**config.mk**
```make
export PLATFORM = sky130hd
export DESIGN_NAME = petri_net_conveyor_controller_unit
export DESIGN_NICKNAME = d
export VERILOG_FILES = /design/src/hw/rtl/pnc_pkg.sv /design/src/hw/rtl/pnc_step.sv /design/src/hw/rtl/petri_net_conveyor_controller_unit.sv
export SDC_FILE = /design/constraint.sdc
export NUM_CORES = 1
export LEC_CHECK = 0
export BUFFER_PORTS_ARGS = -buffer_cell sky130_fd_sc_hd__buf_2
export CAP_MARGIN = 20
export CORE_ASPECT_RATIO = 2
export CORE_MARGIN = 2
export CORE_UTILIZATION = 60
export DETAILED_ROUTE_END_ITERATION = 8
export PLACE_DENSITY = 0.78
export SLEW_MARGIN = 20
export SYNTH_ARGS = -nofsm -noshare
export SYNTH_HDL_FRONTEND = slang
export SYNTH_SLANG_ARGS = --single-unit
```
**constraint.sdc**
```tcl
create_clock -name clock -period 7.5 [get_ports clock]
set_clock_uncertainty 0.2 [all_clocks]
set_input_delay 1.5 -clock clock [delete_from_list [all_inputs] [get_ports clock]]
set_output_delay 1.5 -clock clock [all_outputs]
set_load 0.01 [all_outputs]
```
**src/hw/rtl/pnc_pkg.sv**
```systemverilog
package pnc_pkg;

   localparam int PLACES    = 18;
   localparam int SHUTTLES  = 2;
   localparam int TOKEN_W   = 2;
   localparam int REQ_W     = 16;
   localparam int RSP_W     = 16;

   typedef logic [TOKEN_W-1:0] token_type;
   typedef logic [PLACES:1][TOKEN_W-1:0] marking_type;

   // One sensor scan, first field in the highest bits.
   typedef struct packed {
      logic [1:0] pin_sensors;
      logic [1:0] switch_left_pos;
      logic [1:0] switch_right_pos;
      logic [5:0] stop_sensors;
   } scan_type;

   // Actuator word, first field in the highest bits.
   typedef struct packed {
      logic [6:0] stop_gates;
      logic [1:0] go_left;
      logic [1:0] go_right;
      logic [1:0] switch_lock;
      logic [1:0] switch_drive;
   } act_type;

   localparam int SCAN_W = $bits(scan_type);
   localparam int ACT_W  = $bits(act_type);

   localparam token_type TOKEN_MAX = {TOKEN_W{1'b1}};

   function automatic token_type tok_take(token_type v);
      tok_take = (v != '0) ? v - token_type'(1) : v;
   endfunction

   function automatic token_type tok_give(token_type v);
      tok_give = (v != TOKEN_MAX) ? v + token_type'(1) : v;
   endfunction

   function automatic marking_type reset_marking();
      marking_type m;
      m = '0;
      m[15] = token_type'(1);
      m[16] = token_type'(1);
      m[17] = token_type'(SHUTTLES);
      reset_marking = m;
   endfunction

endpackage

```
**src/hw/rtl/pnc_step.sv**
```systemverilog
module pnc_step (
   input  pnc_pkg::marking_type marking_in,
   input  pnc_pkg::scan_type    scan,
   output pnc_pkg::marking_type marking_out,
   output pnc_pkg::act_type     act
);

   pnc_pkg::marking_type m;
   logic ps1, ps2, ps4, ps5, ps6, ps20;
   logic r1, r2, l1, l2, pin1, pin2;

   assign ps1  = scan.stop_sensors[0];
   assign ps2  = scan.stop_sensors[1];
   assign ps4  = scan.stop_sensors[2];
   assign ps5  = scan.stop_sensors[3];
   assign ps6  = scan.stop_sensors[4];
   assign ps20 = scan.stop_sensors[5];
   assign r1   = scan.switch_right_pos[0];
   assign r2   = scan.switch_right_pos[1];
   assign l1   = scan.switch_left_pos[0];
   assign l2   = scan.switch_left_pos[1];
   assign pin1 = scan.pin_sensors[0];
   assign pin2 = scan.pin_sensors[1];

   // Fire transitions in net order; each sees the marking left by the ones before.
   always_comb begin
      m = marking_in;
      if ((|m[17]) && (|m[16]) && ps1) begin
         m[17] = pnc_pkg::tok_take(m[17]);
         m[16] = pnc_pkg::tok_take(m[16]);
         m[1]  = pnc_pkg::tok_give(m[1]);
      end
      if ((|m[1]) && r1) begin
         m[1] = pnc_pkg::tok_take(m[1]);
         m[2] = pnc_pkg::tok_give(m[2]);
      end else if ((|m[1]) && l1) begin
         m[1] = pnc_pkg::tok_take(m[1]);
         m[3] = pnc_pkg::tok_give(m[3]);
      end
      if ((|m[2]) && l1 && !pin2) begin
         m[2] = pnc_pkg::tok_take(m[2]);
         m[4] = pnc_pkg::tok_give(m[4]);
      end
      if ((|m[3]) && r1 && !pin1) begin
         m[3] = pnc_pkg::tok_take(m[3]);
         m[5] = pnc_pkg::tok_give(m[5]);
      end
      if ((|m[4]) && !ps1) begin
         m[4] = pnc_pkg::tok_take(m[4]);
         m[6] = pnc_pkg::tok_give(m[6]);
      end
      if ((|m[5]) && !ps1) begin
         m[5] = pnc_pkg::tok_take(m[5]);
         m[7] = pnc_pkg::tok_give(m[7]);
      end
      if ((|m[6]) && ps4) begin
         m[6]  = pnc_pkg::tok_take(m[6]);
         m[18] = pnc_pkg::tok_give(m[18]);
         m[16] = pnc_pkg::tok_give(m[16]);
      end
      if ((|m[7]) && ps2) begin
         m[7]  = pnc_pkg::tok_take(m[7]);
         m[8]  = pnc_pkg::tok_give(m[8]);
         m[16] = pnc_pkg::tok_give(m[16]);
      end
      if ((|m[8]) && (|m[15]) && ps5) begin
         m[8]  = pnc_pkg::tok_take(m[8]);
         m[15] = pnc_pkg::tok_take(m[15]);
         m[10] = pnc_pkg::tok_give(m[10]);
      end
      if ((|m[18]) && (|m[15])) begin
         m[18] = pnc_pkg::tok_take(m[18]);
         m[15] = pnc_pkg::tok_take(m[15]);
         m[9]  = pnc_pkg::tok_give(m[9]);
      end
      if ((|m[9]) && l2 && !ps6) begin
         m[9]  = pnc_pkg::tok_take(m[9]);
         m[11] = pnc_pkg::tok_give(m[11]);
      end
      if ((|m[10]) && r2 && !ps6) begin
         m[10] = pnc_pkg::tok_take(m[10]);
         m[12] = pnc_pkg::tok_give(m[12]);
      end
      if ((|m[11]) && !ps4) begin
         m[11] = pnc_pkg::tok_take(m[11]);
         m[13] = pnc_pkg::tok_give(m[13]);
      end
      if ((|m[12]) && !ps5) begin
         m[12] = pnc_pkg::tok_take(m[12]);
         m[13] = pnc_pkg::tok_give(m[13]);
      end
      if ((|m[13]) && ps20) begin
         m[13] = pnc_pkg::tok_take(m[13]);
         m[14] = pnc_pkg::tok_give(m[14]);
      end
      if ((|m[14]) && !ps20) begin
         m[14] = pnc_pkg::tok_take(m[14]);
         m[17] = pnc_pkg::tok_give(m[17]);
         m[15] = pnc_pkg::tok_give(m[15]);
      end
   end

   assign marking_out = m;

   assign act.switch_drive = {(|m[9]) | (|m[10]), (|m[2]) | (|m[3])};
   assign act.switch_lock  = {(|m[11]) | (|m[12]), (|m[4]) | (|m[5])};
   assign act.go_right     = {|m[10], |m[3]};
   assign act.go_left      = {|m[9], |m[2]};
   assign act.stop_gates   = {|m[17], |m[14], |m[12], |m[11], |m[8], |m[8],
                              (|m[4]) | (|m[5])};

endmodule

```
**src/hw/rtl/petri_net_conveyor_controller_unit.sv**
```systemverilog
// Petri-net controller for two shuttle-switching stations of a conveyor line.
// The req_ channel carries one sensor scan per item; the rsp_ channel returns
// exactly one actuator word per scan, in order. The marking of the net lives
// in this block and advances once per scan.
// A scan is taken into the scan register and its actuator word into the
// result register, with rsp_tvalid high. Throughput: one scan per cycle
// while rsp_tready is high. The transition chain is a single combinational
// pass between them; the marking register closes the loop in that same cycle.
// Reset (synchronous, active high) empties both registers and loads the
// initial marking: one token in p15 and p16, two shuttles in p17.
// When rsp_tready is low the result is held, the scan register keeps or takes
// one scan, and req_tready then drops until the result is taken. A result being taken in the
// same cycle frees the pipeline for a new scan at once.
module petri_net_conveyor_controller_unit (
   input  logic                      clock,
   input  logic                      reset,
   input  logic                      req_tvalid,
   output logic                      req_tready,
   // [5:0] stop_sensors, [7:6] switch_right_pos, [9:8] switch_left_pos,
   // [11:10] pin_sensors, [15:12] zero
   input  logic [pnc_pkg::REQ_W-1:0] req_tdata,
   output logic                      rsp_tvalid,
   input  logic                      rsp_tready,
   // [1:0] switch_drive, [3:2] switch_lock, [5:4] go_right, [7:6] go_left,
   // [14:8] stop_gates, [15] zero
   output logic [pnc_pkg::RSP_W-1:0] rsp_tdata
);

   logic                 scan_valid_ff, scan_valid_in;
   pnc_pkg::scan_type    scan_ff;
   logic                 rsp_valid_ff, rsp_valid_in;
   pnc_pkg::act_type     act_ff;
   pnc_pkg::marking_type marking_ff, marking_in;
   pnc_pkg::act_type     act_in;
   logic                 advance;
   logic                 req_take;

   assign advance    = scan_valid_ff && (!rsp_valid_ff || rsp_tready);
   assign req_tready = !scan_valid_ff || advance;
   assign req_take   = req_tvalid && req_tready;

   assign scan_valid_in = req_take || (scan_valid_ff && !advance);
   assign rsp_valid_in  = advance || (rsp_valid_ff && !rsp_tready);

   pnc_step u_step (
      .marking_in  (marking_ff),
      .scan        (scan_ff),
      .marking_out (marking_in),
      .act         (act_in)
   );

   always_ff @(posedge clock) begin
      if (reset) begin
         scan_valid_ff <= 1'b0;
         rsp_valid_ff  <= 1'b0;
         marking_ff    <= pnc_pkg::reset_marking();
      end else begin
         scan_valid_ff <= scan_valid_in;
         rsp_valid_ff  <= rsp_valid_in;
         if (advance) begin
            marking_ff <= marking_in;
         end
      end
   end

   always_ff @(posedge clock) begin
      if (req_take) begin
         scan_ff <= pnc_pkg::scan_type'(req_tdata[pnc_pkg::SCAN_W-1:0]);
      end
      if (advance) begin
         act_ff <= act_in;
      end
   end

   assign rsp_tvalid = rsp_valid_ff;
   assign rsp_tdata  = {{(pnc_pkg::RSP_W - pnc_pkg::ACT_W){1'b0}}, act_ff};

endmodule
```
After elaboration in Yosys (flattened, before gate mapping)
Index checks and enable logic that the tools add are counted.
{ "word_totals": {"reg_bits": 65, "out_inout_bits": 18, "wordCells": 258} }
{ "classes": {"n_addsub": 39, "n_eq_ne": 20, "mux": 75, "bitwise": 4, "reduce_logical": 91} }
{ "ops": {"columns": ["op", "count"], "rows": [
  ["$mux 2", 70],
  ["$reduce_or 2->1", 30],
  ["$add 2x1->2 const B", 20],
  ["$ne 2x2->1 const B", 20],
  ["$reduce_bool 2->1", 19],
  ["$sub 2x1->2 const B", 19],
  ["$logic_and 1x1->1", 27],
  ["$mux 4", 5],
  ["$logic_not 1->1", 11],
  ["$logic_or 1x1->1", 4],
  ["$or 1x1->1", 4]
]} }

Longest topological paths before layout
Gate-level depths: netlist (run 1).
{ "logic_depth": {"word_depth": 42, "ltp_mapped": 11} }

Hierarchy
From an unflattened synthesis (run 1), not the netlist that was laid out.
{ "unflattened": {"cells_unflattened": 485, "area_unflattened_um2": 4237.8} }
{ "modules_own_cells": {"columns": ["mod", "instances", "cells_each", "area_per_inst_um2", "seq_area_each_um2"], "rows": [
  ["petri_net_conveyor_controller_unit", 1, 195, 2543.7, 1571.5],
  ["pnc_step", 1, 290, 1694.1, 0.0]
]} }

Least setup slack after synthesis (run 1)
Ideal clock, no wire load.
{ "synth_timing": {"path_kind": "input -> output", "from": "input port rsp_tready", "to": "output port req_tready", "t_arrival_ns": 1.797, "t_required_ns": 5.800, "path_slack_ns": 4.003, "stages": 2, "n_path_buf": 0, "cell_sequence": "nor2b_1 nand2_1"} }
{ "synth_between": {"elab_chain_cells": 3} }
{ "synth_lines": {"columns": ["element", "line_no", "rtl"], "rows": [
  ["from (decl)", "petri_net_conveyor_controller_unit.sv:23", "input logic rsp_tready,"],
  ["$logic_or 1x1->1", "petri_net_conveyor_controller_unit.sv:38", "assign advance = scan_valid_ff && (!rsp_valid_ff || rsp_tready);"],
  ["$logic_and 1x1->1", "petri_net_conveyor_controller_unit.sv:38", null],
  ["$logic_or 1x1->1", "petri_net_conveyor_controller_unit.sv:39", "assign req_tready = !scan_valid_ff || advance;"],
  ["to (decl)", "petri_net_conveyor_controller_unit.sv:18", "output logic req_tready,"]
]} }
No other way between the ends.

Final worst setup path (run 1)
Ends and elaborated chain as after synthesis.

==> results of run 1 <==
-- kinds of logic after synthesis --
group | share of synthesized area, %
AO/OA/AOI/OAI | 28.3
XOR/XNOR | 1.66
adder cells (fa/ha/maj) | 0.272
buffers and inverters | 5.09
flip-flops | 41.0
multiplexers | 1.39
other | 0.102
AND/OR/NAND/NOR | 22.2
-- power groups by stage --
stage,Combinational [mW],Sequential [mW],Clock (mW)
6_report,0.0714,0.381,0.358
5_1_grt,0.0792,0.382,0.376
4_1_cts,0.0710,0.380,0.363
3_5_place_dp,0.0704,0.387,0
3_3_place_gp,0.0687,0.387,0
2_1_floorplan,0.0557,0.383,0
-- sequential cells by signal (all words and copies together) (netlist names) --
register and count:
marking_ff 36, scan_ff 12, rsp_tdata 13, rsp_tvalid 1
scan_valid_ff 1
-- path summary, 6_finish.rpt --
path,from,to,slack (ns),cells after the start
setup / recovery,rsp_tready,req_tready,3.76,4
hold / removal,marking_ff[35],marking_ff[35],0.31,2
setup reg to reg,scan_ff[0],rsp_tdata[3],4.35,7
hold reg to reg,marking_ff[35],marking_ff[35],0.31,2
-- cell usage in the layout, fill, tap and decap left out, types with 2 or more instances in the layout --
master / n
a2bb2oi_1: 2
edfxtp_1: 25
a222oi_1: 5
dfxtp_1: 38
xor2_1: 2
or3_1: 5
a41o_1: 2
clkbuf_1: 3
a22o_1: 2
nor2_1: 60
o21bai_1: 3
o21ai_0: 40
nand2b_1: 6
inv_1: 9
a21boi_0: 2
and2_1: 4
mux2i_1: 4
clkinv_1: 3
nand4_1: 4
or2_2: 7
buf_4: 2
a31oi_1: 7
a221oi_1: 2
o31ai_1: 19
nand2_1: 39
nor4_1: 4
xnor2_1: 5
and3_1: 4
a211oi_1: 2
nor2b_1: 7
clkbuf_16: 9
nand3b_1: 2
o211ai_1: 2
nor3_1: 14
a311oi_1: 5
nand3_1: 6
o21ai_1: 3
a21oi_1: 46
buf_2: 32
a21o_1: 2
-- through the flow --
stage	hold slack (ns)	setup slack, ns
after global routing	0.324	3.60
after CTS	0.309	3.76
after floorplan	0.262	4.00
after global placement	0.282	3.58
final	0.307	3.76
after detailed placement	0.300	3.56
-- critical path, stage by stage --
cell and delay [ns]:
buf_2 0.09, nor2b_1 0.20, nand2_1 0.10, buf_2 0.14
-- layer usage --
metal	track usage (%)	part of all wire (%)	vias to the layer above
li1	-	-	1672
met4	16.1	4.3	0
met2	44.0	53	71
met1	27.7	39	1564
met3	5.06	3.4	22
met5	0	0	-
-- area by class of cell --
class	count	area, µm²
multi-input cells	342	1990
well taps	63	78.8
flip-flops and latches	63	1510
fillers	504	1920
clock buffers	12	236
inverters	9	33.8
repair buffers	34	175
clock inverters	4	16.3
==> impl_results.md, run 1 <==
- Iteration-0 DRC Markers: 208
- Area contributors post-synth: dfxtp_1 (21%), edfxtp_1 (20%), a21oi_1 (6.2%)
- Via count: 3329
- Total Wirelength: 8270 µm
- Max Cap Violations: 0
- Register area share after synthesis: 41.0%
- Antenna Nets Post-Route: 0
- Leakage: 1.51 nW
- Clock power frac: 44.2%
- Nature of the critical path endpoint: output pin
- Power Density: 201 nW/µm²
- Placed Instance Area: 3780 µm²
- Final hold violation count: 0
- Initial antenna violation count: 0
- Register bit total from synthesis: 63
- Die Ht: 115 µm
- Reg power frac: 47.0%
- Clock tree sinks: 63
- Power Total: 811 µW
- Syn avg cell area: 8.26 µm²
- Antenna Cells: 0
- Worst-path clk slew: 0.05 ns
- Setup TNS: 0 ns
- Setup Fix Bufs, Post-CTS: 0
- Count leader, synth: nor2_1
- Core Util, Final: 67.8%
- Top FF cell, synth: dfxtp_1
- FMAX: 267 MHz
- Post-CTS sizing: 0
- Internal Power: 613 µW
- Cell area after layout: 4040 µm²
- Post-synth top cells: nor2_1 (60), a21oi_1 (46), o21ai_0 (40)
- PortBufs: 32
- GPL Wtd Cong: 0.878
- FFs w/ async S/R, synth: 0%
- Worst endpoint required time: 5.80 ns
- Post-synth top area share: 20.6%
- Max-slew headroom: 48.3%
- Netlist Area Pre-Place: 3680 µm²
- Die footprint: 6820 µm²
- RSZ-0062 raised after global routing: false
- Final period utilization: 49.9%
- Net Sw Frac: 24.3%
- Yosys warns: 0
- Placed cell count: 511
- Layout cells sized above 1: 13.4%
- Drt wl/cell: 15.7 µm
- First-pass GRT wire length: 13300 µm
- Chip width: 59.4 µm
- CTS Hold Bufs: 0
- Worst VDD drop: 149 µV
- Overall routing resource usage: 25.7%
- Top-Level Pins: 38
- Initial Utilization: 61.9%
- Post-DP HPWL: 5530 µm
- Worst Setup Start Kind: input pin
- Final Setup Violations: 0
- GRT overflow: 0
- Crit Path Max Fanout: 4
- Clock root buffer master: clkbuf_16
- Core ar.: 5960 µm²
- Final min period: 3.74 ns
- CTS tree: yes
- Worst Path Arrival: 2.04 ns
- Routed vias/inst: 6.32
- Cts bufs inserted: 9
- Comb pwr share: 8.8%
- EDFF count, synth: 25
- Mapped Cells: 446
- Max Slew Vio Count: 0
- Worst slew pin tran: 0.776 ns
- Area growth syn-to-layout: 9.58%
- # H-tree levels: 3
- Cell taking the most area after synthesis: dfxtp_1
- Clock buffer depth: 2
- Later-pin clock latency in the skew report: 0.33 ns
- DRT Pass-1 Iters: 7
- Status: completed
- Row count: 40
- Largest net degree at the start of global routing: 44
- Remaining DRCs: 0
- P_sw: 197 µW
- Vias in the first global route: 2961
- Synth unique cells: 65
- WS Path Type: input pin to output pin
- Nets: 479
- Mapped Nets: 466
- Fin cells: 527
- Worst hold path class: flop to flop
(Power assumes the default switching activity.)
==> run 2, diff against run 1 <==
--- a/config.mk
+++ b/config.mk
@@ -9,9 +9,9 @@
 export CAP_MARGIN = 20
 export CORE_ASPECT_RATIO = 2
 export CORE_MARGIN = 2
-export CORE_UTILIZATION = 60
+export CORE_UTILIZATION = 53
 export DETAILED_ROUTE_END_ITERATION = 8
-export PLACE_DENSITY = 0.78
+export PLACE_DENSITY = 0.73
 export SLEW_MARGIN = 20
 export SYNTH_ARGS = -nofsm -noshare
 export SYNTH_HDL_FRONTEND = slang
==> constraint.sdc (replaced) <==
create_clock -name clock -period 3.4 [get_ports clock]
set_clock_uncertainty 0.2 [all_clocks]
set_input_delay 0.68 -clock clock [delete_from_list [all_inputs] [get_ports clock]]
set_output_delay 0.68 -clock clock [all_outputs]
set_load 0.01 [all_outputs]
==> run 2 against run 1 <==
Net effect: via count decreased by 2.4%; die area up 13%; critical endpoint is now rsp_tdata[3]; sequential power rose by 120%; first-iteration DRC count is 17% higher; highest routed layer unchanged; global-route usage shrank 3.8 points.
==> impl_results.md, run 2 (synthesized netlist as in run 1, its figures left out) <==
- Total Wirelength: 7650 µm (-7.5%)
- Layout cells sized above 1: 15.2% (+1.8 points)
- Power Total: 1.97 mW (+140%)
- Row count: 43 (+7.5%)
- Worst VDD drop: 341 µV (+130%)
- Core Util, Final: 60.9% (-6.9 points)
- Post-CTS sizing: 0 (unchanged)
- Antenna Nets Post-Route: 0 (unchanged)
- Remaining DRCs: 0 (unchanged)
- Max Slew Vio Count: 0 (unchanged)
- Post-DP HPWL: 4950 µm (-10%)
- Critical path endpoint: rsp_tdata[3]
- R2R setup slack: 0.31 ns (-4.04 ns)
- Worst hold path class: flop to flop
- Cts bufs inserted: 9 (unchanged)
- Commonest non-fill, non-tap cell in the layout: nor2_1
- Final period utilization: 90.8%
- Area of the multi-input gates: 1990 µm² (unchanged)
- Reg with most FFs: marking_ff
- Max-slew headroom: 48.0% (-0.30 points)
- Largest net degree at the start of global routing: 40 (-9.1%)
- Clock buffer depth: 2 (unchanged)
- Final hold slack: 0.312 ns (+0.00546 ns)
- Overall routing resource usage: 21.8% (-3.8 points)
- Max reg flops: 36 (unchanged)
- R2R Path End: rsp_tdata[3]
- # H-tree levels: 3 (unchanged)
- GPL Wtd Cong: 0.824 (-6.1%)
- Worst Path Arrival: 2.97 ns (+0.93 ns)
- Sequential Area: 1510 µm² (unchanged)
- DRT Pass-1 Iters: 5 (-2)
- R2R Path Start: scan_ff[0]
- Nature of the critical path endpoint: flop
- Crit Path Max Fanout: 12 (+8)
- CTS Hold Bufs: 0 (unchanged)
- Clock root buffer master: clkbuf_16
- Chip width: 63.0 µm (+6.0%)
- CTS tree: yes
- Final hold violation count: 0 (unchanged)
- Top-Level Pins: 38 (unchanged)
- Die footprint: 7680 µm² (+13%)
- Initial antenna violation count: 0 (unchanged)
- Worst Setup Start Kind: flop
- Iteration-0 DRC Markers: 243 (+17%)
- Later-pin clock latency in the skew report: 0.34 ns (about the same)
- First-pass GRT wire length: 13200 µm (-0.20%)
- Power Density: 474 nW/µm² (+140%)
- Worst slew pin tran: 0.780 ns (+0.00455 ns)
- Drt wl/cell: 13.7 µm (-13%)
- Setup Fix Bufs, Post-CTS: 0 (unchanged)
- Initial Utilization: 53.9% (-7.9 points)
- Via count: 3248 (-2.4%)
- Most frequent cells in the layout: nor2_1 (60), a21oi_1 (46), o21ai_0 (40)
- CP startpoint: scan_ff[0]
- Area growth syn-to-layout: 13.0%
- Fillers: 621 (+23%)
- RSZ-0062 raised after global routing: false
- Final Setup Violations: 0 (unchanged)
- Max Cap Violations: 0 (unchanged)
- Routed vias/inst: 5.83 (-7.7%)
- Antenna Cells: 0 (unchanged)
- FMAX: 324 MHz
- Vias in the first global route: 2916 (-1.5%)
- Nets: 482 (+0.63%)
- PortBufs: 32 (unchanged)
- Cell area after layout: 4160 µm² (+3.1%)
- Worst endpoint required time: 3.28 ns (-2.52 ns)
- Status: completed
- Core ar.: 6830 µm² (+15%)
- GRT overflow: 0 (unchanged)
- Die Ht: 122 µm (+6.2%)
- Setup TNS: 0 ns (unchanged)
- Path depth of the worst reg2reg path: 7 (unchanged)
- Worst-path clk slew: 0.06 ns (about the same)
- Placed Instance Area: 3840 µm² (+1.5%)
- WS Path Type: flop to flop
- Leakage: 1.55 nW (+2.6%)
- Clock tree sinks: 63 (unchanged)
- Final min period: 3.09 ns
run 2: report_power, final:
group | switching [mW] | internal [mW] | leakage, nW | total, mW
Clock | 0.339 | 0.641 | 0.148 | 0.981
Combinational | 0.0969 | 0.0592 | 0.850 | 0.156
Sequential | 0.0263 | 0.811 | 0.549 | 0.837
Total | 0.462 | 1.51 | 1.55 | 1.97
run 2: how the worst min path moves through the flow:
stage	start	cells past startpoint	to	slack (ns)
after global routing	req_tdata[7]	1	scan_ff[7]	0.31
after detailed placement	marking_ff[35]	2	marking_ff[35]	0.29
after CTS	marking_ff[35]	2	marking_ff[35]	0.31
after floorplan	marking_ff[35]	2	marking_ff[35]	0.26
after global placement	marking_ff[35]	2	marking_ff[35]	0.29
final	marking_ff[23]	2	marking_ff[23]	0.31
run 2: layer usage:
| metal | global-route usage [%] | wire length (µm) | share of wire [%] |
|---|---|---|---|
| met1 | 26.5 | 3380 | 44 |
| met2 | 35.8 | 3800 | 50 |
| met3 | 5.45 | 276 | 3.6 |
| met4 | 10.8 | 192 | 2.5 |
| met5 | 0 | 0 | 0 |
run 2: worst max-delay path, cell delays in order, from the launching register on:
cell	delay, ns
edfxtp_1	0.64
inv_1	0.21
o31ai_1	0.43
a2bb2oi_2	0.22
a31oi_1	0.45
a21oi_1	0.10
or2_2	0.30
or2_2	0.29
run 2: area by class of cell:
cell class                      count  area share (%)
Sequential cell                    63            36.3
Timing Repair Buffer               37            4.75
Inverter                            9           0.812
Multi-Input combinational cell    342            47.7
Clock buffer                        9            5.41
Clock inverter                      7            2.31
Tap cell                           90            2.71
run 2: metrics by stage:
| stage | worst slack (ns) | cells |
|---|---|---|
| after floorplan | 0.697 | 446 |
| after global placement | 0.353 | 541 |
| after detailed placement | 0.342 | 541 |
| after CTS | 0.321 | 557 |
| after global routing | 0.0362 | 557 |
| final | 0.312 | 557 |
